[src/rtl/hrcd_pkg.sv]
// hrcd_pkg: word types, character constants and the header name pattern
// for the http request completeness detector; no dependencies
`timescale 1ns / 1ps
`default_nettype none

package hrcd_pkg;

    typedef struct packed {
        logic [7:0] data_byte;
        logic       new_request;
    } in_word_t;

    typedef struct packed {
        logic        header_done;
        logic        request_complete;
        logic [15:0] body_length;
        logic [15:0] header_length;
        logic [15:0] bytes_seen;
        logic        overflow;
    } out_word_t;

    localparam logic [7:0] CHAR_CR  = 8'h0D;
    localparam logic [7:0] CHAR_LF  = 8'h0A;
    localparam logic [7:0] CHAR_SP  = 8'h20;
    localparam logic [7:0] CHAR_TAB = 8'h09;
    localparam logic [7:0] CHAR_0   = 8'h30;
    localparam logic [7:0] CHAR_9   = 8'h39;
    localparam logic [7:0] CHAR_A   = 8'h41;
    localparam logic [7:0] CHAR_Z   = 8'h5A;

    localparam logic [3:0] NAME_LEN = 4'd15;

    localparam logic [15:0] COUNT_MAX = 16'hFFFF;

    // lower-case header name "content-length:"
    function automatic logic [7:0] name_char(input logic [3:0] idx);
        logic [7:0] c;
        case (idx)
            4'd0:    c = 8'h63;
            4'd1:    c = 8'h6F;
            4'd2:    c = 8'h6E;
            4'd3:    c = 8'h74;
            4'd4:    c = 8'h65;
            4'd5:    c = 8'h6E;
            4'd6:    c = 8'h74;
            4'd7:    c = 8'h2D;
            4'd8:    c = 8'h6C;
            4'd9:    c = 8'h65;
            4'd10:   c = 8'h6E;
            4'd11:   c = 8'h67;
            4'd12:   c = 8'h74;
            4'd13:   c = 8'h68;
            4'd14:   c = 8'h3A;
            default: c = 8'h00;
        endcase
        return c;
    endfunction

endpackage

`default_nettype wire

[src/rtl/hrcd_in_if.sv]
// hrcd_in_if: valid/ready channel carrying request byte words
// depends on hrcd_pkg
`timescale 1ns / 1ps
`default_nettype none

interface hrcd_in_if;
    logic              valid;
    logic              ready;
    hrcd_pkg::in_word_t word;

    modport source (output valid, output word, input ready);
    modport sink   (input valid, input word, output ready);
endinterface

`default_nettype wire

[src/rtl/hrcd_out_if.sv]
// hrcd_out_if: valid/ready channel carrying framing status words
// depends on hrcd_pkg
`timescale 1ns / 1ps
`default_nettype none

interface hrcd_out_if;
    logic               valid;
    logic               ready;
    hrcd_pkg::out_word_t word;

    modport source (output valid, output word, input ready);
    modport sink   (input valid, input word, output ready);
endinterface

`default_nettype wire

[src/rtl/http_request_completeness_detector.sv]
// http_request_completeness_detector: byte-wise http header framing with content-length
// depends on hrcd_pkg, hrcd_in_if, hrcd_out_if
// output: each accepted byte's status word is registered in the output register
// throughput: one byte per cycle; the input stalls only while the output word is not taken
// reset: parse state cleared, no word held, capacity set to BUFFER_BYTES - 1
`timescale 1ns / 1ps
`default_nettype none

module http_request_completeness_detector #(
    parameter int BUFFER_BYTES = 4096
) (
    input  wire logic        clk,
    input  wire logic        rst_n,
    hrcd_in_if.sink          in_ch,
    hrcd_out_if.source       out_ch,
    input  wire logic        cfg_wr_en,
    input  wire logic [15:0] cfg_wr_data
);

    localparam logic [15:0] CAPACITY_RESET = 16'((BUFFER_BYTES - 1) & 16'hFFFF);

    localparam logic [1:0] PHASE_NAME  = 2'd0;
    localparam logic [1:0] PHASE_BLANK = 2'd1;
    localparam logic [1:0] PHASE_DIGIT = 2'd2;
    localparam logic [1:0] PHASE_DONE  = 2'd3;

    localparam logic [1:0] END_NONE = 2'd0;
    localparam logic [1:0] END_CR   = 2'd1;
    localparam logic [1:0] END_CRLF = 2'd2;
    localparam logic [1:0] END_CRLFCR = 2'd3;

    logic [15:0] capacity_reg;

    logic [1:0]  end_prog_reg,  end_prog_next;
    logic        hdr_fin_reg,   hdr_fin_next;
    logic        line_start_reg, line_start_next;
    logic [3:0]  name_idx_reg,  name_idx_next;
    logic        name_dead_reg, name_dead_next;
    logic [1:0]  phase_reg,     phase_next;
    logic [15:0] len_acc_reg,   len_acc_next;
    logic [15:0] byte_cnt_reg,  byte_cnt_next;
    logic [15:0] hdr_size_reg,  hdr_size_next;

    logic                out_valid_reg;
    hrcd_pkg::out_word_t out_word_reg, out_word_next;

    logic        accept;
    logic [7:0]  b;
    logic [7:0]  low;
    logic        is_digit;
    logic        prev_cr;
    logic [3:0]  digit;
    logic [19:0] acc_times_ten;
    logic [16:0] total;

    assign in_ch.ready  = !out_valid_reg || out_ch.ready;
    assign accept       = in_ch.valid && in_ch.ready;
    assign out_ch.valid = out_valid_reg;
    assign out_ch.word  = out_word_reg;

    assign b        = in_ch.word.data_byte;
    assign low      = (b >= hrcd_pkg::CHAR_A && b <= hrcd_pkg::CHAR_Z) ? (b + 8'd32) : b;
    assign is_digit = (b >= hrcd_pkg::CHAR_0 && b <= hrcd_pkg::CHAR_9);
    assign digit    = 4'(b - hrcd_pkg::CHAR_0);

    always_comb
    begin
        logic [1:0]  e_cur;
        logic        f_cur;
        logic        ls_cur;
        logic [3:0]  ni_cur;
        logic        nd_cur;
        logic [1:0]  ph_cur;
        logic [15:0] acc_cur;
        logic [15:0] bc_cur;
        logic [15:0] hs_cur;
        logic [19:0] acc_sum;

        if (in_ch.word.new_request)
        begin
            e_cur   = END_NONE;
            f_cur   = 1'b0;
            ls_cur  = 1'b1;
            ni_cur  = 4'd0;
            nd_cur  = 1'b0;
            ph_cur  = PHASE_NAME;
            acc_cur = 16'd0;
            bc_cur  = 16'd0;
            hs_cur  = 16'd0;
        end
        else
        begin
            e_cur   = end_prog_reg;
            f_cur   = hdr_fin_reg;
            ls_cur  = line_start_reg;
            ni_cur  = name_idx_reg;
            nd_cur  = name_dead_reg;
            ph_cur  = phase_reg;
            acc_cur = len_acc_reg;
            bc_cur  = byte_cnt_reg;
            hs_cur  = hdr_size_reg;
        end

        if (bc_cur != hrcd_pkg::COUNT_MAX)
        begin
            bc_cur = bc_cur + 16'd1;
        end

        acc_times_ten = {1'b0, acc_cur, 3'b000} + {3'b000, acc_cur, 1'b0};
        acc_sum       = acc_times_ten + {16'd0, digit};
        prev_cr       = (e_cur == END_CR) || (e_cur == END_CRLFCR);

        end_prog_next   = e_cur;
        hdr_fin_next    = f_cur;
        line_start_next = ls_cur;
        name_idx_next   = ni_cur;
        name_dead_next  = nd_cur;
        phase_next      = ph_cur;
        len_acc_next    = acc_cur;
        byte_cnt_next   = bc_cur;
        hdr_size_next   = hs_cur;

        if (!f_cur)
        begin
            if (ls_cur)
            begin
                name_idx_next  = 4'd0;
                name_dead_next = 1'b0;
            end

            case (ph_cur)
                PHASE_NAME:
                begin
                    if (!name_dead_next)
                    begin
                        if (name_idx_next < hrcd_pkg::NAME_LEN &&
                            low == hrcd_pkg::name_char(name_idx_next))
                        begin
                            if (name_idx_next == hrcd_pkg::NAME_LEN - 4'd1)
                            begin
                                phase_next = PHASE_BLANK;
                            end
                            name_idx_next = name_idx_next + 4'd1;
                        end
                        else
                        begin
                            name_dead_next = 1'b1;
                        end
                    end
                end
                PHASE_BLANK:
                begin
                    if (is_digit)
                    begin
                        len_acc_next = {12'd0, digit};
                        phase_next   = PHASE_DIGIT;
                    end
                    else if (b != hrcd_pkg::CHAR_SP && b != hrcd_pkg::CHAR_TAB)
                    begin
                        phase_next = PHASE_DONE;
                    end
                end
                PHASE_DIGIT:
                begin
                    if (is_digit)
                    begin
                        len_acc_next = (acc_sum > 20'h0FFFF) ? hrcd_pkg::COUNT_MAX
                                                             : acc_sum[15:0];
                    end
                    else
                    begin
                        phase_next = PHASE_DONE;
                    end
                end
                default:
                begin
                    phase_next = ph_cur;
                end
            endcase

            if (e_cur == END_CRLFCR && b == hrcd_pkg::CHAR_LF)
            begin
                hdr_fin_next  = 1'b1;
                hdr_size_next = bc_cur;
                end_prog_next = END_NONE;
            end
            else if (b == hrcd_pkg::CHAR_CR)
            begin
                end_prog_next = (e_cur == END_CRLF) ? END_CRLFCR : END_CR;
            end
            else if (b == hrcd_pkg::CHAR_LF && e_cur == END_CR)
            begin
                end_prog_next = END_CRLF;
            end
            else
            begin
                end_prog_next = END_NONE;
            end

            line_start_next = prev_cr && (b == hrcd_pkg::CHAR_LF);
        end

        total = {1'b0, hdr_size_next} + {1'b0, len_acc_next};

        out_word_next.header_done      = hdr_fin_next;
        out_word_next.request_complete = hdr_fin_next && ({1'b0, byte_cnt_next} >= total);
        out_word_next.body_length      = len_acc_next;
        out_word_next.header_length    = hdr_size_next;
        out_word_next.bytes_seen       = byte_cnt_next;
        out_word_next.overflow         = (byte_cnt_next >= capacity_reg);
    end

    always_ff @(posedge clk or negedge rst_n)
    begin
        if (!rst_n)
        begin
            capacity_reg   <= CAPACITY_RESET;
            end_prog_reg   <= END_NONE;
            hdr_fin_reg    <= 1'b0;
            line_start_reg <= 1'b1;
            name_idx_reg   <= 4'd0;
            name_dead_reg  <= 1'b0;
            phase_reg      <= PHASE_NAME;
            len_acc_reg    <= 16'd0;
            byte_cnt_reg   <= 16'd0;
            hdr_size_reg   <= 16'd0;
            out_valid_reg  <= 1'b0;
        end
        else
        begin
            if (cfg_wr_en)
            begin
                capacity_reg <= cfg_wr_data;
            end
            if (accept)
            begin
                end_prog_reg   <= end_prog_next;
                hdr_fin_reg    <= hdr_fin_next;
                line_start_reg <= line_start_next;
                name_idx_reg   <= name_idx_next;
                name_dead_reg  <= name_dead_next;
                phase_reg      <= phase_next;
                len_acc_reg    <= len_acc_next;
                byte_cnt_reg   <= byte_cnt_next;
                hdr_size_reg   <= hdr_size_next;
                out_valid_reg  <= 1'b1;
            end
            else if (out_ch.ready)
            begin
                out_valid_reg <= 1'b0;
            end
        end
    end

    always_ff @(posedge clk)
    begin
        if (accept)
        begin
            out_word_reg <= out_word_next;
        end
    end

endmodule

`default_nettype wire
[src/flat_wrapper.sv]
// flat-port wrapper written by rule: the top's interface ports become plain ports
module http_request_completeness_detector_flat 
#(
    parameter int BUFFER_BYTES = 4096
)
  (clk, rst_n, cfg_wr_en, cfg_wr_data, in_ch_valid, in_ch_word, in_ch_ready, out_ch_valid, out_ch_word, out_ch_ready);
  hrcd_in_if in_ch_i ();
  hrcd_out_if out_ch_i ();
  input  wire logic clk;
  input  wire logic rst_n;
  input  wire logic cfg_wr_en;
  input  wire logic [15:0] cfg_wr_data;
  input wire logic [$bits(in_ch_i.valid)-1:0] in_ch_valid;
  input wire logic [$bits(in_ch_i.word)-1:0] in_ch_word;
  output wire logic [$bits(in_ch_i.ready)-1:0] in_ch_ready;
  output wire logic [$bits(out_ch_i.valid)-1:0] out_ch_valid;
  output wire logic [$bits(out_ch_i.word)-1:0] out_ch_word;
  input wire logic [$bits(out_ch_i.ready)-1:0] out_ch_ready;
  assign in_ch_i.valid = in_ch_valid;
  assign in_ch_i.word = in_ch_word;
  assign in_ch_ready = in_ch_i.ready;
  assign out_ch_valid = out_ch_i.valid;
  assign out_ch_word = out_ch_i.word;
  assign out_ch_i.ready = out_ch_ready;
  http_request_completeness_detector #(.BUFFER_BYTES(BUFFER_BYTES)) u_core (.clk(clk), .rst_n(rst_n), .in_ch(in_ch_i), .out_ch(out_ch_i), .cfg_wr_en(cfg_wr_en), .cfg_wr_data(cfg_wr_data));
endmodule
[config.mk]
export PLATFORM = sky130hd
export DESIGN_NAME = http_request_completeness_detector_flat
export DESIGN_NICKNAME = d
export VERILOG_FILES = /design/src/rtl/hrcd_pkg.sv /design/src/rtl/hrcd_in_if.sv /design/src/rtl/hrcd_out_if.sv /design/src/rtl/http_request_completeness_detector.sv /design/src/flat_wrapper.sv
export SDC_FILE = /design/constraint.sdc
export NUM_CORES = 1
export LEC_CHECK = 0
export ABC_AREA = 1
export BUFFER_PORTS_ARGS = -buffer_cell sky130_fd_sc_hd__buf_2
export CAP_MARGIN = 20
export CORE_MARGIN = 8
export CORE_UTILIZATION = 55
export DETAILED_ROUTE_END_ITERATION = 10
export PLACE_DENSITY = 0.74
export SYNTH_ARGS = -nofsm -noshare
export SYNTH_HDL_FRONTEND = slang
export SYNTH_SLANG_ARGS = --single-unit
[constraint.sdc]
create_clock -name clk -period 6.8 [get_ports clk]
set_input_delay 0.34 -clock clk [delete_from_list [all_inputs] [get_ports clk]]
set_output_delay 0.34 -clock clk [all_outputs]
set_load 0.1 [all_outputs]
==> run metrics, run 1 <==
Post-synth EDFFs 51; DIE WIDTH 147 µm; ys async rst share 59.8%; r2r worst-path depth 35; Resized cells post-CTS 0; DRT antenna net count 0; CP required 7040 ps; Final period util 87.6%; worst setup path start in_ch_word[0]; Seq/Total Area, Yosys 36.3%; Total Routing Usage GR 23.3%; clock power share 40.8%; Synth warnings 0; layout cell share with drive strength beyond 1 14.3%; commonest cells after routing, fill and taps aside nand2_1 (337), inv_1 (155), ha_1 (91); DIE HEIGHT 147 µm; I/O pin count 83; CP Capture Type flop; hold path startpoint cfg_wr_data[13]; Sw Share 31.7%; RR Endpoint u_core.out_ch.word[49]$_DFFE_PP_; setup tns final 0 ps; Remaining DRCs 0; Synth Net Count 1366; status finished, final reports clean; switching pwr 685 µW; Clock Skew 7.27 ps; CP Class in2reg; dpl hpwl 18800 µm; Int Pwr 1.48 mW; DR pass1 iterations 6; pwr/cell area 201 mW/mm²; Longest Clk Path Bufs 2; Leak 5.52 nW; core area 0.0171 mm²; Worst-Margin Slew 753 ps; Worst-path clk slew 60 ps; final hold vios 0; Setup crit end u_core.out_ch.word[49]$_DFFE_PP_; wire length of the first global-routing pass 41300 µm; Clock Root Buffer clkbuf_16; Antenna diodes 0; RSZ-0062 raised after global routing no; vias per cell 5.47; Comb power frac 19.2%; number of flip-flops under the largest register name 51; Syn Inst Count 1243; cell with the most instances on the worst path nand2_1; grt total ovfl 0; slowest stage cell, crit path ha_1; max cap viols 0; commonest non-fill, non-tap cell in the layout nand2_1; Post-Synthesis Cell Area 0.00950 mm²; R2R Setup Slk 910 ps; Crit path largest cell delay 390 ps; # port buffers 82; register area 0.00345 mm²; placed insts 1529; Routability Congestion 0.939; Initial DRC Count 680; fin util 62.8%; CTS tree yes; Top FF cell, synth dfrtp_1; htree depth 4; routed wire length 24800 µm; vias in the first global route 8350; VDD IR max 0.000206 V; area of the multi-input gates 0.00529 mm²; Nets 1449; #FFs+latches synth 127; Tmin final 5960 ps; die area 0.0217 mm²; Vias 8562; final setup violation count 0; final non-filler cell total 1564; initial antenna violation count 0; average cell area after synthesis 7.64 µm²; WP depth 37; Area growth syn-to-layout 13.1%; WP data arrival 6200 ps; CTS buffer count 17; Reg power frac 40.0%; # fillers 1547; Avg WL per Cell 15.9 µm; reg2reg start u_core.len_acc_reg[0]$_DFFE_PN0P_; kind of cell adding the most delay to the critical path simple AND/OR/NAND/NOR gates; post-synth cell types 56; CP Max Fanout 13; TritonCTS sink count 127; startpoint types input pin; Crit path buffers/inverters 4; Slew Viols, Final 0; initial core utilization 55.5%; Fmax achieved 0.168 GHz; relative slew slack 49.4%; Std-Cell Rows 48; largest net degree at the start of global routing 105; Worst-Skew Late Latency 420 ps; Worst Hold Class in2reg
## cell families (layout without fill, tap and decap cells)
family                     count (synthesis)  after routing  share of synthesized area [%]
AOI/OAI and AO/OA                        202            202                           12.1
muxes                                      1              1                          0.119
adders and majority gates                 93             93                           12.4
xor gates and xnor gates                  35             35                           3.39
DFF                                      127            127                           36.3
buffers and inverters                    192            288                           7.98
and+or+nand+nor                          593            593                           27.7
## worst min-delay path: stages
cell	delay [ps]
buf_2	70
nand2_1	40
o21ai_0	60
## how the worst min path moves through the flow
stage	to	slack (ps)	cells past startpoint
2_1_floorplan	u_core.byte_cnt_reg[0]$_DFFE_PN0P_	40	0
3_3_place_gp	u_core.phase_reg[1]$_DFFE_PN0P_	460	2
3_5_place_dp	u_core.len_acc_reg[13]$_DFFE_PN0P_	470	2
4_1_cts	u_core.capacity_reg[4]$_DFFE_PN1P_	130	3
5_1_grt	u_core.capacity_reg[15]$_DFFE_PN0P_	130	3
6_report	u_core.capacity_reg[13]$_DFFE_PN0P_	140	3
## power by group through the flow
stage	clock network, mW	logic [mW]	registers, mW
floorplan	0	0.187	1.01
global placement	0	0.403	0.879
detailed placement	0	0.409	0.880
CTS	0.892	0.412	0.867
global route	0.927	0.455	0.870
finish	0.882	0.416	0.866
## synth_stat cells (8+ instances only)
library cell | instances | area [µm²]
nor2_4 | 9 | 101
nand2_1 | 337 | 1260
inv_1 | 156 | 586
nor2_2 | 8 | 50.1
nor2_1 | 87 | 327
nand2_2 | 8 | 50.1
o21ai_0 | 63 | 315
nand3_1 | 89 | 445
dfrtp_1 | 63 | 1580
a21oi_1 | 81 | 405
clkbuf_1 | 18 | 67.6
xor2_1 | 19 | 166
xnor2_1 | 14 | 123
ha_1 | 91 | 1140
dfstp_2 | 13 | 342
nand4_1 | 19 | 119
nor3_1 | 14 | 70.1
edfxtp_1 | 51 | 1530
## per-layer routing
| layer | vias up | wire length (µm) | global-route usage [%] |
|---|---|---|---|
| li1 | 4301 | - | - |
| met1 | 3934 | 11000 | 30.0 |
| met2 | 284 | 11800 | 39.0 |
| met3 | 43 | 1510 | 4.00 |
| met4 | 0 | 544 | 7.50 |
| met5 | - | 0 | 0 |
## layout make-up
| type | count | share of cell area, % |
|---|---|---|
| flip-flops and latches | 127 | 32.1 |
| clock inverters | 15 | 1.35 |
| well taps | 225 | 2.62 |
| clock buffers | 17 | 3.96 |
| multi-input cells | 924 | 49.2 |
| inverters | 163 | 5.72 |
| repair buffers | 93 | 5.01 |
## timing repair
| action | CTS | global route |
|---|---|---|
| buffers inserted | 0 | 0 |
| hold buffers | 0 | 1 |
| endpoints found under the setup margin | 0 | 0 |
| endpoints found under the hold margin | 0 | 8 |
## through the flow
step                      hold slack (ps)  setup slack, ps  cell area [µm²]  power [mW]
after floorplan                      44.4             1390             9500        1.20
after global placement                463              721            10100        1.28
after detailed placement              468              553            10100        1.29
after CTS                             126              987            10700        2.17
after global routing                  135              299            10700        2.25
final                                 135              841            10700        2.16
(Power assumes the default switching activity.)
==> inputs of run 2 (changes only) <==
--- a/config.mk
+++ b/config.mk
@@ -8,10 +8,11 @@
 export ABC_AREA = 1
 export BUFFER_PORTS_ARGS = -buffer_cell sky130_fd_sc_hd__buf_2
 export CAP_MARGIN = 20
+export CORE_ASPECT_RATIO = 1.75
 export CORE_MARGIN = 8
 export CORE_UTILIZATION = 55
 export DETAILED_ROUTE_END_ITERATION = 10
-export PLACE_DENSITY = 0.74
+export PLACE_DENSITY = 0.77
 export SYNTH_ARGS = -nofsm -noshare
 export SYNTH_HDL_FRONTEND = slang
 export SYNTH_SLANG_ARGS = --single-unit
==> constraint.sdc (replaced) <==
create_clock -name clk -period 5.42 [get_ports clk]
set_input_delay 0.271 -clock clk [delete_from_list [all_inputs] [get_ports clk]]
set_output_delay 0.271 -clock clk [all_outputs]
set_load 0.1 [all_outputs]
==> run 2 against run 1 <==
Against the previous run:
- sequential share of layout area is 3.8 points lower
- critical endpoint unchanged
- clock-buffer cell count up 7
- non-clock buffer count grew 132
- largest cell class unchanged
- the run now ends with setup timing left
- wire length grew 20%
- core utilization is 9.1 points higher
- register-to-register slack got worse by 940 ps
- clock power rose by 36%
- critical path type is now reg2reg
==> run metrics, run 2 (synthesized netlist as in run 1, its figures left out) <==
pwr/cell area 237 mW/mm²; CP Class reg2reg; cell with the most instances on the worst path nand2_1; r2r worst-path depth 41; status finished, violations left; commonest cells after routing, fill and taps aside nand2_1 (320), inv_1 (150), buf_4 (138); DIE WIDTH 115 µm; initial antenna violation count 0; RSZ-0062 raised after global routing yes; Remaining DRCs 0; CP Capture Type flop; Crit path largest cell delay 400 ps; switching pwr 894 µW; Sw Share 30.9%; # port buffers 82; grt total ovfl 0; Worst-path clk slew 60 ps; Placed Area 0.0110 mm²; final non-filler cell total 1698; final hold vios 0; DIE HEIGHT 190 µm; Slew Viols, Final 0; worst setup path start u_core.len_acc_reg[0]$_DFFE_PN0P_; largest net degree at the start of global routing 77; Clock Skew 9.92 ps; vias per cell 5.56; Longest Clk Path Bufs 2; Pwr Total 2.89 mW; DRT antenna net count 0; relative slew slack 38.0%; Worst Hold Class in2reg; clock power share 41.6%; Vias 9434; core area 0.0169 mm²; pre-CTS WS -515 ps; CP Max Fanout 6; VDD IR max 0.000187 V; CP required 5580 ps; wire length of the first global-routing pass 46400 µm; Tmin final 5450 ps; WP data arrival 5610 ps; vias in the first global route 9525; final setup margin -28.5 ps; Fmax achieved 0.184 GHz; Int Pwr 1.99 mW; Final period util 101%; Worst-Margin Slew 920 ps; Worst-Skew Late Latency 430 ps; DR pass1 iterations 5; # fillers 1326; Reg power frac 37.7%; Total Routing Usage GR 27.2%; WP depth 41; initial core utilization 56.0%; Comb power frac 20.7%; hold path startpoint cfg_wr_data[13]; commonest non-fill, non-tap cell in the layout nand2_1; routed wire length 29800 µm; Crit path buffers/inverters 4; CTS buffer count 17; Clock Root Buffer clkbuf_16; Area growth syn-to-layout 28.3%; Avg WL per Cell 17.6 µm; failing checks setup timing; Initial DRC Count 597; worst hold path depth 3; max cap viols 0; startpoint types flop; kind of cell adding the most delay to the critical path simple AND/OR/NAND/NOR gates; Nets 1581; Leak 6.26 nW; Routability Congestion 0.974; number of flip-flops under the largest register name 51; die area 0.0219 mm²; TritonCTS sink count 127; placed insts 1648; I/O pin count 83; reg2reg start u_core.len_acc_reg[0]$_DFFE_PN0P_; slowest stage cell, crit path dfrtp_1; layout cell share with drive strength beyond 1 26.6%; dpl hpwl 22400 µm; CTS tree yes; final setup violation count 1; htree depth 4; fin area 0.0122 mm²; Antenna diodes 0; Std-Cell Rows 63
run 2: changes by cell type in the layout (fill, tap and decap cells not counted), sizes merged:
cell,delta
clkbuf,+8
clkinvlp,-2
clkinv,-4
buf,+131
inv,-1
run 2: path summary, 6_finish.rpt:
kind	to	slack (ps)
setup / recovery	u_core.out_ch.word[49]$_DFFE_PP_	-30
hold / removal	u_core.capacity_reg[13]$_DFFE_PN0P_	60
setup reg to reg	u_core.out_ch.word[49]$_DFFE_PP_	-30
hold reg to reg	u_core.byte_cnt_reg[12]$_DFFE_PN0P_	480
max in group asynchronous	u_core.capacity_reg[3]$_DFFE_PN1P_	4590
min in group asynchronous	u_core.byte_cnt_reg[13]$_DFFE_PN0P_	200
run 2: worst register-to-register path: cells and delay by family (launching register included):
family                   cells  cell delay, ps
adder cells (fa/ha/maj)      4             970
XOR/XNOR                     2             410
AND/OR/NAND/NOR             23            1880
buffers and inverters        4             400
flip-flops                   1             400
AO/OA/AOI/OAI                8            1150
run 2: area by class of cell:
class / count / area (µm²) / share of cell area (%)
repair buffers: 225 / 1560 / 12.8
well taps: 227 / 284 / 2.33
flip-flops and latches: 127 / 3450 / 28.3
clock inverters: 8 / 97.6 / 0.801
multi-input cells: 924 / 5660 / 46.4
inverters: 163 / 617 / 5.06
clock buffers: 24 / 526 / 4.31
run 2: power groups by stage:
stage	Combinational, mW	Sequential (mW)	Clock, mW
after floorplan	0.235	1.27	0
after global placement	0.554	1.10	0
after detailed placement	0.563	1.10	0
after CTS	0.569	1.09	1.21
after global routing	0.645	1.09	1.24
final	0.599	1.09	1.20
run 2: repair_timing:
item / in CTS / in global routing
pin swaps: 3 / 45
endpoints found under the setup margin: 1 / 1
gates cloned: 0 / 1
hold buffers: 0 / 1
resized for setup: 12 / 70
setup buffers: 5 / 10
hold endpoints to repair: 0 / 46
run 2: routing by layer:
metal	wire, µm	vias to the layer above	part of all wire, %	track usage [%]
met5	0	-	0	0
met4	2300	0	7.7	21.7
met3	1350	131	4.5	3.81
met2	15600	318	52	49.4
met1	10600	4425	35	26.6
li1	-	4560	-	-
run 2: per-stage QoR:
stage                     hold slack (ps)  util (%)  setup TNS (ps)
after floorplan                     -24.6         -               0
after global placement                463      65.0            -440
after detailed placement              470      65.0            -515
after CTS                            45.0      69.2               0
after global routing                 82.1      71.9            -308
final                                56.9      71.9           -28.5
